[src/rtl/core/fpi_pkg.sv]
// Shared types, codes and the command expansion table of the flash image programmer.
`default_nettype none
package fpi_pkg;

	// Flash geometry, fixed for the supported parts.
	localparam int PAGE_BYTES   = 256;
	localparam int SECTOR_BYTES = 4096;
	localparam int SECTOR_SHIFT = $clog2(SECTOR_BYTES);
	localparam int PAGE_CNT_W   = $clog2(PAGE_BYTES + 1);

	// Field and register widths.
	localparam int ADDR_W   = 24;
	localparam int LEN_W    = 25;
	localparam int END_W    = 26;
	localparam int TICK_W   = 16;
	localparam int CFG_W    = 25;
	localparam int STEP_W   = 4;
	localparam int CMDQ_DEPTH = 4;
	localparam int CMDQ_PTR_W = $clog2(CMDQ_DEPTH);

	// Flash command and status bytes.
	localparam logic [7:0] CMD_WREN  = 8'h06;
	localparam logic [7:0] CMD_RDSR  = 8'h05;
	localparam logic [7:0] CMD_PP    = 8'h02;
	localparam logic [7:0] CMD_SE    = 8'h20;
	localparam logic [7:0] CMD_RDID  = 8'h9F;
	localparam logic [7:0] BYTE_NONE = 8'h00;
	localparam logic [7:0] MFR_BLANK = 8'hFF;
	localparam int         SR_WIP_BIT = 0;

	typedef enum logic [1:0] {
		OP_START = 2'd0,
		OP_DATA  = 2'd1,
		OP_REPLY = 2'd2,
		OP_TICK  = 2'd3
	} op_t;

	typedef enum logic [1:0] {
		REG_FLASH_OFFSET  = 2'd0,
		REG_IMAGE_LENGTH  = 2'd1,
		REG_ERASE_TIMEOUT = 2'd2,
		REG_PAGE_TIMEOUT  = 2'd3
	} reg_idx_t;

	typedef enum logic [2:0] {
		ACT_SEND     = 3'd0,
		ACT_RAISE    = 3'd1,
		ACT_RST_LOW  = 3'd2,
		ACT_RST_HIGH = 3'd3,
		ACT_DONE     = 3'd4,
		ACT_NEED     = 3'd5
	} act_t;

	typedef enum logic [1:0] {
		ST_OK            = 2'd0,
		ST_NO_FLASH      = 2'd1,
		ST_ERASE_TIMEOUT = 2'd2,
		ST_PAGE_TIMEOUT  = 2'd3
	} status_t;

	// Leading part of a command: what finishes the previous transfer.
	typedef enum logic [1:0] {
		PRE_NONE  = 2'd0,
		PRE_DATA  = 2'd1,
		PRE_ID    = 2'd2,
		PRE_RAISE = 2'd3
	} pre_t;

	// Trailing part of a command: what starts the next transfer.
	typedef enum logic [2:0] {
		TAIL_START      = 3'd0,
		TAIL_NEED       = 3'd1,
		TAIL_RAISE_POLL = 3'd2,
		TAIL_POLL_MORE  = 3'd3,
		TAIL_FINISH     = 3'd4,
		TAIL_SECTOR     = 3'd5,
		TAIL_PAGE       = 3'd6
	} tail_t;

	typedef struct packed {
		pre_t              pre;
		tail_t             tail;
		logic [7:0]        data_byte;
		logic [ADDR_W-1:0] addr;
		status_t           status;
	} cmd_t;

	typedef struct packed {
		act_t       action;
		logic [7:0] byte_out;
		logic       wants_reply;
		status_t    status_code;
		logic       last;
	} result_t;

	function automatic logic [STEP_W-1:0] pre_len(pre_t p);
		logic [STEP_W-1:0] n;
		case (p)
			PRE_DATA:  n = STEP_W'(1);
			PRE_ID:    n = STEP_W'(3);
			PRE_RAISE: n = STEP_W'(1);
			default:   n = STEP_W'(0);
		endcase
		return n;
	endfunction

	function automatic logic [STEP_W-1:0] tail_len(tail_t t);
		logic [STEP_W-1:0] n;
		case (t)
			TAIL_START:      n = STEP_W'(3);
			TAIL_NEED:       n = STEP_W'(1);
			TAIL_RAISE_POLL: n = STEP_W'(3);
			TAIL_POLL_MORE:  n = STEP_W'(1);
			TAIL_FINISH:     n = STEP_W'(2);
			TAIL_SECTOR:     n = STEP_W'(9);
			TAIL_PAGE:       n = STEP_W'(7);
			default:         n = STEP_W'(1);
		endcase
		return n;
	endfunction

	function automatic result_t mk_send(logic [7:0] b, logic wr);
		result_t r;
		r = '{action: ACT_SEND, byte_out: b, wants_reply: wr, status_code: ST_OK, last: 1'b0};
		return r;
	endfunction

	function automatic result_t mk_act(act_t a, status_t st);
		result_t r;
		r = '{action: a, byte_out: BYTE_NONE, wants_reply: 1'b0, status_code: st, last: 1'b0};
		return r;
	endfunction

	// Result item number k of command c.
	function automatic result_t fpi_expand(cmd_t c, logic [STEP_W-1:0] k);
		result_t           r;
		logic [STEP_W-1:0] lp;
		logic [STEP_W-1:0] lt;
		logic [STEP_W-1:0] t;
		lp = pre_len(c.pre);
		lt = tail_len(c.tail);
		t  = k - lp;
		r  = mk_send(BYTE_NONE, 1'b0);
		if (k < lp) begin
			case (c.pre)
				PRE_DATA:  r = mk_send(c.data_byte, 1'b0);
				PRE_ID:    r = (k == STEP_W'(2)) ? mk_act(ACT_RAISE, ST_OK)
				                                 : mk_send(BYTE_NONE, 1'b0);
				PRE_RAISE: r = mk_act(ACT_RAISE, ST_OK);
				default:   r = mk_send(BYTE_NONE, 1'b0);
			endcase
		end else begin
			case (c.tail)
				TAIL_START: begin
					case (t)
						STEP_W'(0): r = mk_act(ACT_RST_LOW, ST_OK);
						STEP_W'(1): r = mk_send(CMD_RDID, 1'b0);
						default:    r = mk_send(BYTE_NONE, 1'b1);
					endcase
				end
				TAIL_NEED: r = mk_act(ACT_NEED, ST_OK);
				TAIL_RAISE_POLL: begin
					case (t)
						STEP_W'(0): r = mk_act(ACT_RAISE, ST_OK);
						STEP_W'(1): r = mk_send(CMD_RDSR, 1'b0);
						default:    r = mk_send(BYTE_NONE, 1'b1);
					endcase
				end
				TAIL_POLL_MORE: r = mk_send(BYTE_NONE, 1'b1);
				TAIL_FINISH: begin
					r = (t == STEP_W'(0)) ? mk_act(ACT_RST_HIGH, ST_OK)
					                      : mk_act(ACT_DONE, c.status);
				end
				TAIL_SECTOR, TAIL_PAGE: begin
					case (t)
						STEP_W'(0): r = mk_send(CMD_WREN, 1'b0);
						STEP_W'(1): r = mk_act(ACT_RAISE, ST_OK);
						STEP_W'(2): r = mk_send((c.tail == TAIL_SECTOR) ? CMD_SE : CMD_PP, 1'b0);
						STEP_W'(3): r = mk_send(c.addr[23:16], 1'b0);
						STEP_W'(4): r = mk_send(c.addr[15:8], 1'b0);
						STEP_W'(5): r = mk_send(c.addr[7:0], 1'b0);
						STEP_W'(6): r = (c.tail == TAIL_SECTOR) ? mk_act(ACT_RAISE, ST_OK)
						                                        : mk_act(ACT_NEED, ST_OK);
						STEP_W'(7): r = mk_send(CMD_RDSR, 1'b0);
						default:    r = mk_send(BYTE_NONE, 1'b1);
					endcase
				end
				default: r = mk_act(ACT_NEED, ST_OK);
			endcase
			r.last = (t == lt - STEP_W'(1));
		end
		return r;
	endfunction

endpackage
`default_nettype wire

[src/rtl/core/fpi_front.sv]
// Front part: configuration registers, programming state and command classification.
`default_nettype none
module fpi_front (
	input  wire logic                        clk,
	input  wire logic                        arst_n,
	input  wire logic                        in_valid,
	input  wire logic [1:0]                  op,
	input  wire logic [7:0]                  data,
	input  wire logic                        cfg_we,
	input  wire logic [1:0]                  cfg_index,
	input  wire logic [fpi_pkg::CFG_W-1:0]   cfg_wdata,
	output logic                             cmd_push,
	output fpi_pkg::cmd_t                    cmd
);

	typedef enum logic [4:0] {
		PH_IDLE       = 5'b00001,
		PH_ID         = 5'b00010,
		PH_ERASE_POLL = 5'b00100,
		PH_PAGE_DATA  = 5'b01000,
		PH_PAGE_POLL  = 5'b10000
	} phase_t;

	localparam int AW = fpi_pkg::ADDR_W;
	localparam int LW = fpi_pkg::LEN_W;
	localparam int EW = fpi_pkg::END_W;
	localparam int TW = fpi_pkg::TICK_W;
	localparam int PW = fpi_pkg::PAGE_CNT_W;
	localparam int SS = fpi_pkg::SECTOR_SHIFT;
	localparam logic [EW-1:0] SECTOR_EW = EW'(fpi_pkg::SECTOR_BYTES);
	localparam logic [LW-1:0] PAGE_LW   = LW'(fpi_pkg::PAGE_BYTES);

	logic [AW-1:0] offset_q;
	logic [LW-1:0] length_q;
	logic [TW-1:0] erase_to_q;
	logic [TW-1:0] page_to_q;
	logic [EW-1:0] erase_end;

	phase_t        phase_q, phase_d;
	logic [LW-1:0] sector_q, sector_d;
	logic [LW-1:0] pos_q, pos_d;
	logic [PW-1:0] pbl_q, pbl_d;
	logic [TW-1:0] busy_q, busy_d;

	logic [EW-1:0] span_end;
	logic [EW-1:0] first_sector;
	logic [EW-1:0] next_sector;
	logic [LW-1:0] pos_sel;
	logic [LW-1:0] remain;
	logic          pg_done;
	logic [PW-1:0] pg_len;
	logic [AW-1:0] pg_addr;
	logic [PW-1:0] pbl_dec;
	logic [TW-1:0] limit;
	logic          is_erase;

	// End of the erase range, rounded up to a sector; rebuilt from the registers every cycle.
	assign span_end     = EW'(offset_q) + EW'(length_q) + SECTOR_EW - EW'(1);
	assign erase_end    = {span_end[EW-1:SS], {SS{1'b0}}};
	assign first_sector = EW'({offset_q[AW-1:SS], {SS{1'b0}}});
	assign next_sector  = EW'(sector_q) + SECTOR_EW;

	// Next page setup, shared by the paths into programming.
	assign pos_sel = (phase_q == PH_PAGE_POLL) ? pos_q : '0;
	assign pg_done = (pos_sel >= length_q);
	assign remain  = length_q - pos_sel;
	assign pg_len  = (remain > PAGE_LW) ? PW'(fpi_pkg::PAGE_BYTES) : remain[PW-1:0];
	assign pg_addr = offset_q + pos_sel[AW-1:0];

	assign pbl_dec  = (pbl_q != '0) ? pbl_q - PW'(1) : '0;
	assign is_erase = (phase_q == PH_ERASE_POLL);
	assign limit    = is_erase ? erase_to_q : page_to_q;

	always_comb begin
		phase_d  = phase_q;
		sector_d = sector_q;
		pos_d    = pos_q;
		pbl_d    = pbl_q;
		busy_d   = busy_q;
		cmd_push = 1'b0;
		cmd      = '{pre: fpi_pkg::PRE_NONE, tail: fpi_pkg::TAIL_NEED, data_byte: data,
		             addr: pg_addr, status: fpi_pkg::ST_OK};
		if (in_valid) begin
			case (op)
				fpi_pkg::OP_START: begin
					if (phase_q == PH_IDLE) begin
						cmd_push = 1'b1;
						cmd.tail = fpi_pkg::TAIL_START;
						phase_d  = PH_ID;
					end
				end
				fpi_pkg::OP_DATA: begin
					if (phase_q == PH_PAGE_DATA) begin
						cmd_push = 1'b1;
						cmd.pre  = fpi_pkg::PRE_DATA;
						pos_d    = pos_q + LW'(1);
						pbl_d    = pbl_dec;
						if (pbl_dec == '0) begin
							cmd.tail = fpi_pkg::TAIL_RAISE_POLL;
							busy_d   = '0;
							phase_d  = PH_PAGE_POLL;
						end
					end
				end
				fpi_pkg::OP_REPLY: begin
					if (phase_q == PH_ID) begin
						cmd_push = 1'b1;
						cmd.pre  = fpi_pkg::PRE_ID;
						if (data == fpi_pkg::BYTE_NONE || data == fpi_pkg::MFR_BLANK) begin
							cmd.tail   = fpi_pkg::TAIL_FINISH;
							cmd.status = fpi_pkg::ST_NO_FLASH;
							phase_d    = PH_IDLE;
						end else begin
							pos_d = '0;
							if (first_sector < erase_end) begin
								sector_d = first_sector[LW-1:0];
								cmd.tail = fpi_pkg::TAIL_SECTOR;
								cmd.addr = first_sector[AW-1:0];
								busy_d   = '0;
								phase_d  = PH_ERASE_POLL;
							end else if (pg_done) begin
								cmd.tail = fpi_pkg::TAIL_FINISH;
								phase_d  = PH_IDLE;
							end else begin
								cmd.tail = fpi_pkg::TAIL_PAGE;
								pbl_d    = pg_len;
								phase_d  = PH_PAGE_DATA;
							end
						end
					end else if (phase_q == PH_ERASE_POLL || phase_q == PH_PAGE_POLL) begin
						cmd_push = 1'b1;
						if (data[fpi_pkg::SR_WIP_BIT]) begin
							if (busy_q > limit) begin
								cmd.pre    = fpi_pkg::PRE_RAISE;
								cmd.tail   = fpi_pkg::TAIL_FINISH;
								cmd.status = is_erase ? fpi_pkg::ST_ERASE_TIMEOUT
								                      : fpi_pkg::ST_PAGE_TIMEOUT;
								phase_d    = PH_IDLE;
							end else begin
								cmd.tail = fpi_pkg::TAIL_POLL_MORE;
							end
						end else begin
							cmd.pre = fpi_pkg::PRE_RAISE;
							if (is_erase && next_sector < erase_end) begin
								sector_d = next_sector[LW-1:0];
								cmd.tail = fpi_pkg::TAIL_SECTOR;
								cmd.addr = next_sector[AW-1:0];
								busy_d   = '0;
							end else begin
								if (is_erase) begin
									pos_d = '0;
								end
								if (pg_done) begin
									cmd.tail = fpi_pkg::TAIL_FINISH;
									phase_d  = PH_IDLE;
								end else begin
									cmd.tail = fpi_pkg::TAIL_PAGE;
									pbl_d    = pg_len;
									phase_d  = PH_PAGE_DATA;
								end
							end
						end
					end
				end
				default: begin
					if ((phase_q == PH_ERASE_POLL || phase_q == PH_PAGE_POLL) &&
					    busy_q != {TW{1'b1}}) begin
						busy_d = busy_q + TW'(1);
					end
				end
			endcase
		end
	end

	always_ff @(posedge clk or negedge arst_n) begin
		if (!arst_n) begin
			offset_q    <= '0;
			length_q    <= '0;
			erase_to_q  <= TW'(2000);
			page_to_q   <= TW'(500);
			phase_q     <= PH_IDLE;
			sector_q    <= '0;
			pos_q       <= '0;
			pbl_q       <= '0;
			busy_q      <= '0;
		end else begin
			if (cfg_we) begin
				case (cfg_index)
					fpi_pkg::REG_FLASH_OFFSET:  offset_q   <= cfg_wdata[AW-1:0];
					fpi_pkg::REG_IMAGE_LENGTH:  length_q   <= cfg_wdata[LW-1:0];
					fpi_pkg::REG_ERASE_TIMEOUT: erase_to_q <= cfg_wdata[TW-1:0];
					fpi_pkg::REG_PAGE_TIMEOUT:  page_to_q  <= cfg_wdata[TW-1:0];
					default: ;
				endcase
			end
			phase_q  <= phase_d;
			sector_q <= sector_d;
			pos_q    <= pos_d;
			pbl_q    <= pbl_d;
			busy_q   <= busy_d;
		end
	end

endmodule
`default_nettype wire

[src/rtl/core/fpi_cmdq.sv]
// Short first-in first-out queue of classified commands between front and back.
`default_nettype none
module fpi_cmdq (
	input  wire logic          clk,
	input  wire logic          arst_n,
	input  wire logic          push,
	input  wire fpi_pkg::cmd_t cmd_in,
	output logic               full,
	input  wire logic          pop,
	output fpi_pkg::cmd_t      cmd_out,
	output logic               empty
);

	localparam int PTR_W = fpi_pkg::CMDQ_PTR_W;
	localparam int CNT_W = PTR_W + 1;

	fpi_pkg::cmd_t       slot_q [fpi_pkg::CMDQ_DEPTH];
	logic [PTR_W-1:0]    wr_ptr_q;
	logic [PTR_W-1:0]    rd_ptr_q;
	logic [CNT_W-1:0]    count_q;
	logic                do_push;
	logic                do_pop;

	assign full    = (count_q == CNT_W'(fpi_pkg::CMDQ_DEPTH));
	assign empty   = (count_q == '0);
	assign do_push = push && !full;
	assign do_pop  = pop && !empty;
	assign cmd_out = slot_q[rd_ptr_q];

	always_ff @(posedge clk) begin
		if (do_push) begin
			slot_q[wr_ptr_q] <= cmd_in;
		end
	end

	always_ff @(posedge clk or negedge arst_n) begin
		if (!arst_n) begin
			wr_ptr_q <= '0;
			rd_ptr_q <= '0;
			count_q  <= '0;
		end else begin
			if (do_push) begin
				wr_ptr_q <= wr_ptr_q + PTR_W'(1);
			end
			if (do_pop) begin
				rd_ptr_q <= rd_ptr_q + PTR_W'(1);
			end
			case ({do_push, do_pop})
				2'b10:   count_q <= count_q + CNT_W'(1);
				2'b01:   count_q <= count_q - CNT_W'(1);
				default: count_q <= count_q;
			endcase
		end
	end

endmodule
`default_nettype wire

[src/rtl/core/fpi_back.sv]
// Back part: walks each queued command and delivers its result items through an output register.
`default_nettype none
module fpi_back (
	input  wire logic          clk,
	input  wire logic          arst_n,
	input  wire logic          cmd_empty,
	input  wire fpi_pkg::cmd_t cmd,
	output logic               cmd_pop,
	input  wire logic          pop,
	output logic               out_valid,
	output fpi_pkg::result_t   result
);

	localparam int SW = fpi_pkg::STEP_W;

	logic [SW-1:0]     step_q;
	logic              valid_q;
	fpi_pkg::result_t  res_q;
	fpi_pkg::result_t  res_now;
	logic              advance;

	assign res_now   = fpi_pkg::fpi_expand(cmd, step_q);
	assign advance   = !cmd_empty && (!valid_q || pop);
	assign cmd_pop   = advance && res_now.last;
	assign out_valid = valid_q;
	assign result    = res_q;

	always_ff @(posedge clk) begin
		if (advance) begin
			res_q <= res_now;
		end
	end

	always_ff @(posedge clk or negedge arst_n) begin
		if (!arst_n) begin
			step_q  <= '0;
			valid_q <= 1'b0;
		end else begin
			if (advance) begin
				valid_q <= 1'b1;
				step_q  <= res_now.last ? '0 : step_q + SW'(1);
			end else if (pop) begin
				valid_q <= 1'b0;
			end
		end
	end

endmodule
`default_nettype wire

[src/rtl/core/spi_flash_image_programmer.sv]
// Top level of the SPI NOR flash image programmer: front, command queue and back.
//
// Channel   Direction  Handshake                     Payload
// input     in         push / full                   op, data
// result    out        empty / pop                   action, byte_out, wants_reply,
//                                                    status_code, last
// config    in         cfg_we (no wait, no readback) cfg_index, cfg_wdata
//
// An input item is classified in the cycle it is accepted; the front keeps the programming
// state, so the next item can be accepted in the very next cycle. Each item that causes
// results becomes one command in a four-deep queue, and the back walks that command at one
// result item per cycle while the output register is empty or being popped; a command gives
// one to twelve result items, set by the length of the command expansion in the back.
// full rises only while the command queue is full; a stalled result consumer therefore stops
// the input only after four commands have piled up. Reset clears the phase, counters, queue
// pointers and output valid, and loads the configuration registers with their reset values.
`default_nettype none
module spi_flash_image_programmer (
	input  wire logic                      clk,
	input  wire logic                      arst_n,
	// Input items.
	input  wire logic                      push,
	output logic                           full,
	input  wire logic [1:0]                op,
	input  wire logic [7:0]                data,
	// Result items.
	output logic                           empty,
	input  wire logic                      pop,
	output logic [2:0]                     action,
	output logic [7:0]                     byte_out,
	output logic                           wants_reply,
	output logic [1:0]                     status_code,
	output logic                           last,
	// Configuration writes.
	input  wire logic                      cfg_we,
	input  wire logic [1:0]                cfg_index,
	input  wire logic [fpi_pkg::CFG_W-1:0] cfg_wdata
);

	fpi_pkg::cmd_t     front_cmd;
	fpi_pkg::cmd_t     head_cmd;
	fpi_pkg::result_t  result;
	logic              front_push;
	logic              q_full;
	logic              q_empty;
	logic              q_pop;
	logic              out_valid;
	logic              accept;

	// An item is taken whenever the queue has room, even if it ends up causing no result.
	assign accept = push && !q_full;
	assign full   = q_full;

	fpi_front u_front (
		.clk       (clk),
		.arst_n    (arst_n),
		.in_valid  (accept),
		.op        (op),
		.data      (data),
		.cfg_we    (cfg_we),
		.cfg_index (cfg_index),
		.cfg_wdata (cfg_wdata),
		.cmd_push  (front_push),
		.cmd       (front_cmd)
	);

	fpi_cmdq u_cmdq (
		.clk     (clk),
		.arst_n  (arst_n),
		.push    (front_push),
		.cmd_in  (front_cmd),
		.full    (q_full),
		.pop     (q_pop),
		.cmd_out (head_cmd),
		.empty   (q_empty)
	);

	fpi_back u_back (
		.clk       (clk),
		.arst_n    (arst_n),
		.cmd_empty (q_empty),
		.cmd       (head_cmd),
		.cmd_pop   (q_pop),
		.pop       (pop),
		.out_valid (out_valid),
		.result    (result)
	);

	// The output register holds the oldest result item until it is popped.
	assign empty       = !out_valid;
	assign action      = result.action;
	assign byte_out    = result.byte_out;
	assign wants_reply = result.wants_reply;
	assign status_code = result.status_code;
	assign last        = result.last;

endmodule
`default_nettype wire
[config.mk]
export PLATFORM = sky130hd
export DESIGN_NAME = spi_flash_image_programmer
export DESIGN_NICKNAME = d
export VERILOG_FILES = /design/src/rtl/core/fpi_pkg.sv /design/src/rtl/core/fpi_front.sv /design/src/rtl/core/fpi_cmdq.sv /design/src/rtl/core/fpi_back.sv /design/src/rtl/core/spi_flash_image_programmer.sv
export SDC_FILE = /design/constraint.sdc
export NUM_CORES = 1
export LEC_CHECK = 0
export ABC_CLOCK_PERIOD_IN_PS = 6890
export BUFFER_PORTS_ARGS = -buffer_cell sky130_fd_sc_hd__clkbuf_2
export CORE_UTILIZATION = 47
export DETAILED_ROUTE_END_ITERATION = 10
export HOLD_SLACK_MARGIN = 0.06
export PLACE_DENSITY = 0.64
export SLEW_MARGIN = 5
export SYNTH_ARGS = -nofsm -noshare
export SYNTH_HDL_FRONTEND = slang
export SYNTH_HIERARCHICAL = 1
export SYNTH_SLANG_ARGS = --single-unit
export TNS_END_PERCENT = 20
[constraint.sdc]
create_clock -name clk -period 6.89 [get_ports clk]
set_input_delay 0.3445 -clock clk [delete_from_list [all_inputs] [get_ports clk]]
set_output_delay 0.3445 -clock clk [all_outputs]
set_load 0.03 [all_outputs]
==> flow_metrics.py <==
metrics = {
    "setup_path": {
        "ff2ff_path_depth": 18,
        "path_class": "flip-flop to flip-flop",
        "ff2ff_setup_slack_ns": 0.78,
        "end_kind": "flip-flop",
        "worst_ep_required_time_ns": 7.18,
        "cp-start-kind": "flip-flop",
        "cp_max_fo": 25,
        "crit_arrival_ns": 6.39,
    },
    "global_routing": {
        "first_global_vias": 15000,
        "grt_max_degree": 96,
        "gr-total-overflow": 0,
        "antenna_found_initial": 2,
        "grt_pass1_wl_um": 83900,
        "track_usage_pct": 24.4,
    },
    "layout": {
        "layout.nets": 2176,
        "drive_gt1_share_pct": 15.1,
        "area_growth_pct": 10.4,
        "mostFrequentLayoutCell": "edfxtp_1",
        "final_cell_mix": "171 x edfxtp_1, 148 x nand2_1, 147 x ha_1, 147 x dfrtp_1, 126 x inv_1",
        "final_cell_count_no_fill": 2601,
    },
    "floorplan": {
        "initial_utilization_pct": 47.9,
        "chipWidth_um": 212,
        "dieHeight_um": 212,
        "rows": 76,
        "die-area_mm2": 0.0450,
        "io_pins": 59,
        "core_area_mm2": 0.0433,
    },
    "clocking": {
        "cts-root-buf": "clkbuf_16",
        "clock_latency_ns": 0.57,
        "ctsLongestPathBuffers": 3,
        "cts.sinks": 332,
        "cts_tree": "yes",
        "cts.reportedPaths.clkPinSlew_ns": 0.06,
        "cts_buffers": 39,
        "cts_setup_buffers": 0,
        "h-tree-depth": 2,
    },
    "yosys": {
        "yosys_most_used_dff": "edfxtp_1",
        "synth-simple-area-share_pct": 13.6,
        "synth_edf_count": 171,
        "synth_fa_ha_area_share_pct": 9.26,
        "postSynthCellCount": 1934,
        "ys_ff_latch": 332,
        "netlist-cell-type-count": 102,
        "postSynthAreaPerCell_um2": 10.7,
        "synth_mux_area_share_pct": 9.81,
        "synth.net_count": 2127,
        "synth_area_mm2": 0.0207,
        "synth_seq_area_share_pct": 44.3,
        "synth-async-reset-ratio_pct": 48.5,
        "synth-xor-area-share_pct": 2.77,
        "synth_compound_area_share_pct": 15.6,
        "synth_top_family_by_area": "compound AO/OA/AOI/OAI gates",
        "ys_warn_count": 6,
    },
    "routing": {
        "drt_iter0_markers": 1136,
        "avgRoutedWirePerCell_um": 20.7,
        "via_per_inst": 5.96,
        "dr.pass1.iters": 6,
        "route.detailed.drc": 0,
        "drt_wl_total_um": 53900,
        "num_vias": 15500,
        "ant_nets": 0,
    },
    "worst_hold_path": {
        "hold_path_class": "primary input to flip-flop",
        "whs_path_depth": 2,
    },
    "power": {
        "peakVddDrop_mv": 0.238,
        "power_mw": 8.76,
        "p_leak_nw": 9.43,
        "p_per_area_mw_per_mm2": 383,
    },
    "timing": {
        "relSlewSlack_pct": 30.4,
        "final-setup-viol-count": 0,
        "post-route-period-util_pct": 88.6,
        "finalHoldViolations": 0,
        "setup_tns_ns": 0,
        "max_freq_ghz": 0.164,
        "fin_skew_ns": 0.0387,
        "rsz0062_at_grt": "no",
        "min_period_ns": 6.11,
        "fin_hold_ws_ns": 0.0762,
        "tightest_slew_ns": 1.04,
        "drv_slew": 0,
    },
    "placement": {
        "portBuffers": 58,
        "dpl.hpwl_um": 39900,
        "globalplace.congestion": 0.897,
        "dp.cells": 2509,
    },
    "outcome": {
        "outcome": "completed",
    },
    "job": {
        "maxCapViolCount": 0,
    },
}
final cells by class:
| class | instances | area (um2) |
|---|---|---|
| multi-input combinational | 1388 | 10600 |
| antenna | 2 | 5.00 |
| sequential | 332 | 9180 |
| clock buffer | 55 | 1110 |
| inverter | 127 | 477 |
| clock inverter | 17 | 161 |
| tap | 585 | 732 |
| fill | 3846 | 20400 |
| timing repair buffer | 95 | 619 |
metrics by stage:
stage                     area (um2)  utilization (%)  setup slack (ns)
after floorplan                20700                -              2.21
after global placement         21400             49.6              1.12
after detailed placement       21400             49.6             0.881
after CTS                      22900             52.9             0.837
after global routing           22900             52.9             0.317
final                          22900             52.9             0.785
power by group:
group          internal (mW)  leakage [nW]  switching, mW
clock                   1.20         0.617          0.832
sequential              2.47          3.50          0.323
combinational           1.55          5.30           2.37
total                   5.23          9.43           3.53
logic make-up (layout without fill, tap and decap cells):
kind of cell | after synthesis | count (layout)
AO/OA/AOI/OAI | 480 | 480
XOR/XNOR | 63 | 63
adder cells (fa/ha/maj) | 151 | 151
buffers and inverters | 214 | 294
flip-flops | 332 | 332
multiplexers | 144 | 144
other | 0 | 2
AND/OR/NAND/NOR | 550 | 550
repair_timing:
action,CTS,global route
hold buffers,18,0
resized for setup,0,0
hold endpoints to repair,134,0
metal layers:
metal / wire length, um / vias up / part of all wire [%] / global-route usage [%]
met5: 0 / - / 0 / 0
met4: 1570 / 0 / 2.9 / 9.30
li1: - / 7323 / - / -
met3: 2840 / 86 / 5.3 / 3.37
met1: 23600 / 7607 / 44 / 32.3
met2: 25900 / 486 / 48 / 40.5
path summary, 6_finish.rpt:
kind,from,end
worst max-delay path,u_front/offset_q[12],u_cmdq/slot_q[2][25]
worst min-delay path,cfg_wdata[16],u_front/offset_q[16]
worst max register to register,u_front/offset_q[12],u_cmdq/slot_q[2][25]
worst min register to register,u_front/erase_to_q[1],u_front/erase_to_q[1]
max in group asynchronous,arst_n,u_front/sector_q[21]
min in group asynchronous,arst_n,u_front/page_to_q[1]
sequential cells by signal (all words and copies together), names as in the netlist, 13 cells and up:
signal	count
u_cmdq/slot_q	156
u_front/length_q	25
u_front/pos_q	25
u_front/offset_q	24
u_front/busy_q	16
u_front/erase_to_q	16
u_front/page_to_q	16
u_back/result	15
u_front/sector_q	13
cell usage after synthesis, drive strengths merged, types with 17 or more instances:
cell type / n / area share, %
edfxtp: 171 / 25
dfrtp: 148 / 18
nand2: 148 / 2.7
ha: 147 / 8.9
o21ai: 135 / 3.3
inv: 126 / 2.3
a21oi: 101 / 2.5
nor2: 99 / 1.8
mux2: 78 / 4.3
nand3: 64 / 1.6
nor3: 47 / 1.2
buf: 44 / 1.6
clkbuf: 43 / 0.78
a21o: 41 / 1.5
mux4: 39 / 4.3
xnor2: 35 / 1.5
or3: 34 / 1.0
mux2i: 27 / 1.3
xor2: 27 / 1.2
and3: 26 / 0.83
nand2b: 26 / 0.78
nand4: 24 / 0.72
o211ai: 21 / 0.81
a31oi: 20 / 0.85
and2: 18 / 0.54
a22oi: 17 / 0.62
nor2b: 17 / 0.60
worst max-delay path, cell delays in order (launching register included):
cell	delay, ns
dfrtp_1	0.46
ha_1	0.33
ha_1	0.41
a211oi_2	0.32
nor2_1	0.09
nor2_1	0.16
o211a_1	0.25
a21oi_1	0.16
o21a_1	0.22
or2_2	0.32
ha_1	0.31
nand3_1	0.08
nor3_1	0.30
o221ai_2	0.17
nor4_1	0.29
o21ai_1	0.16
o211a_1	0.53
o21a_1	0.64
o32ai_1	0.62
(Power assumes the default switching activity.)
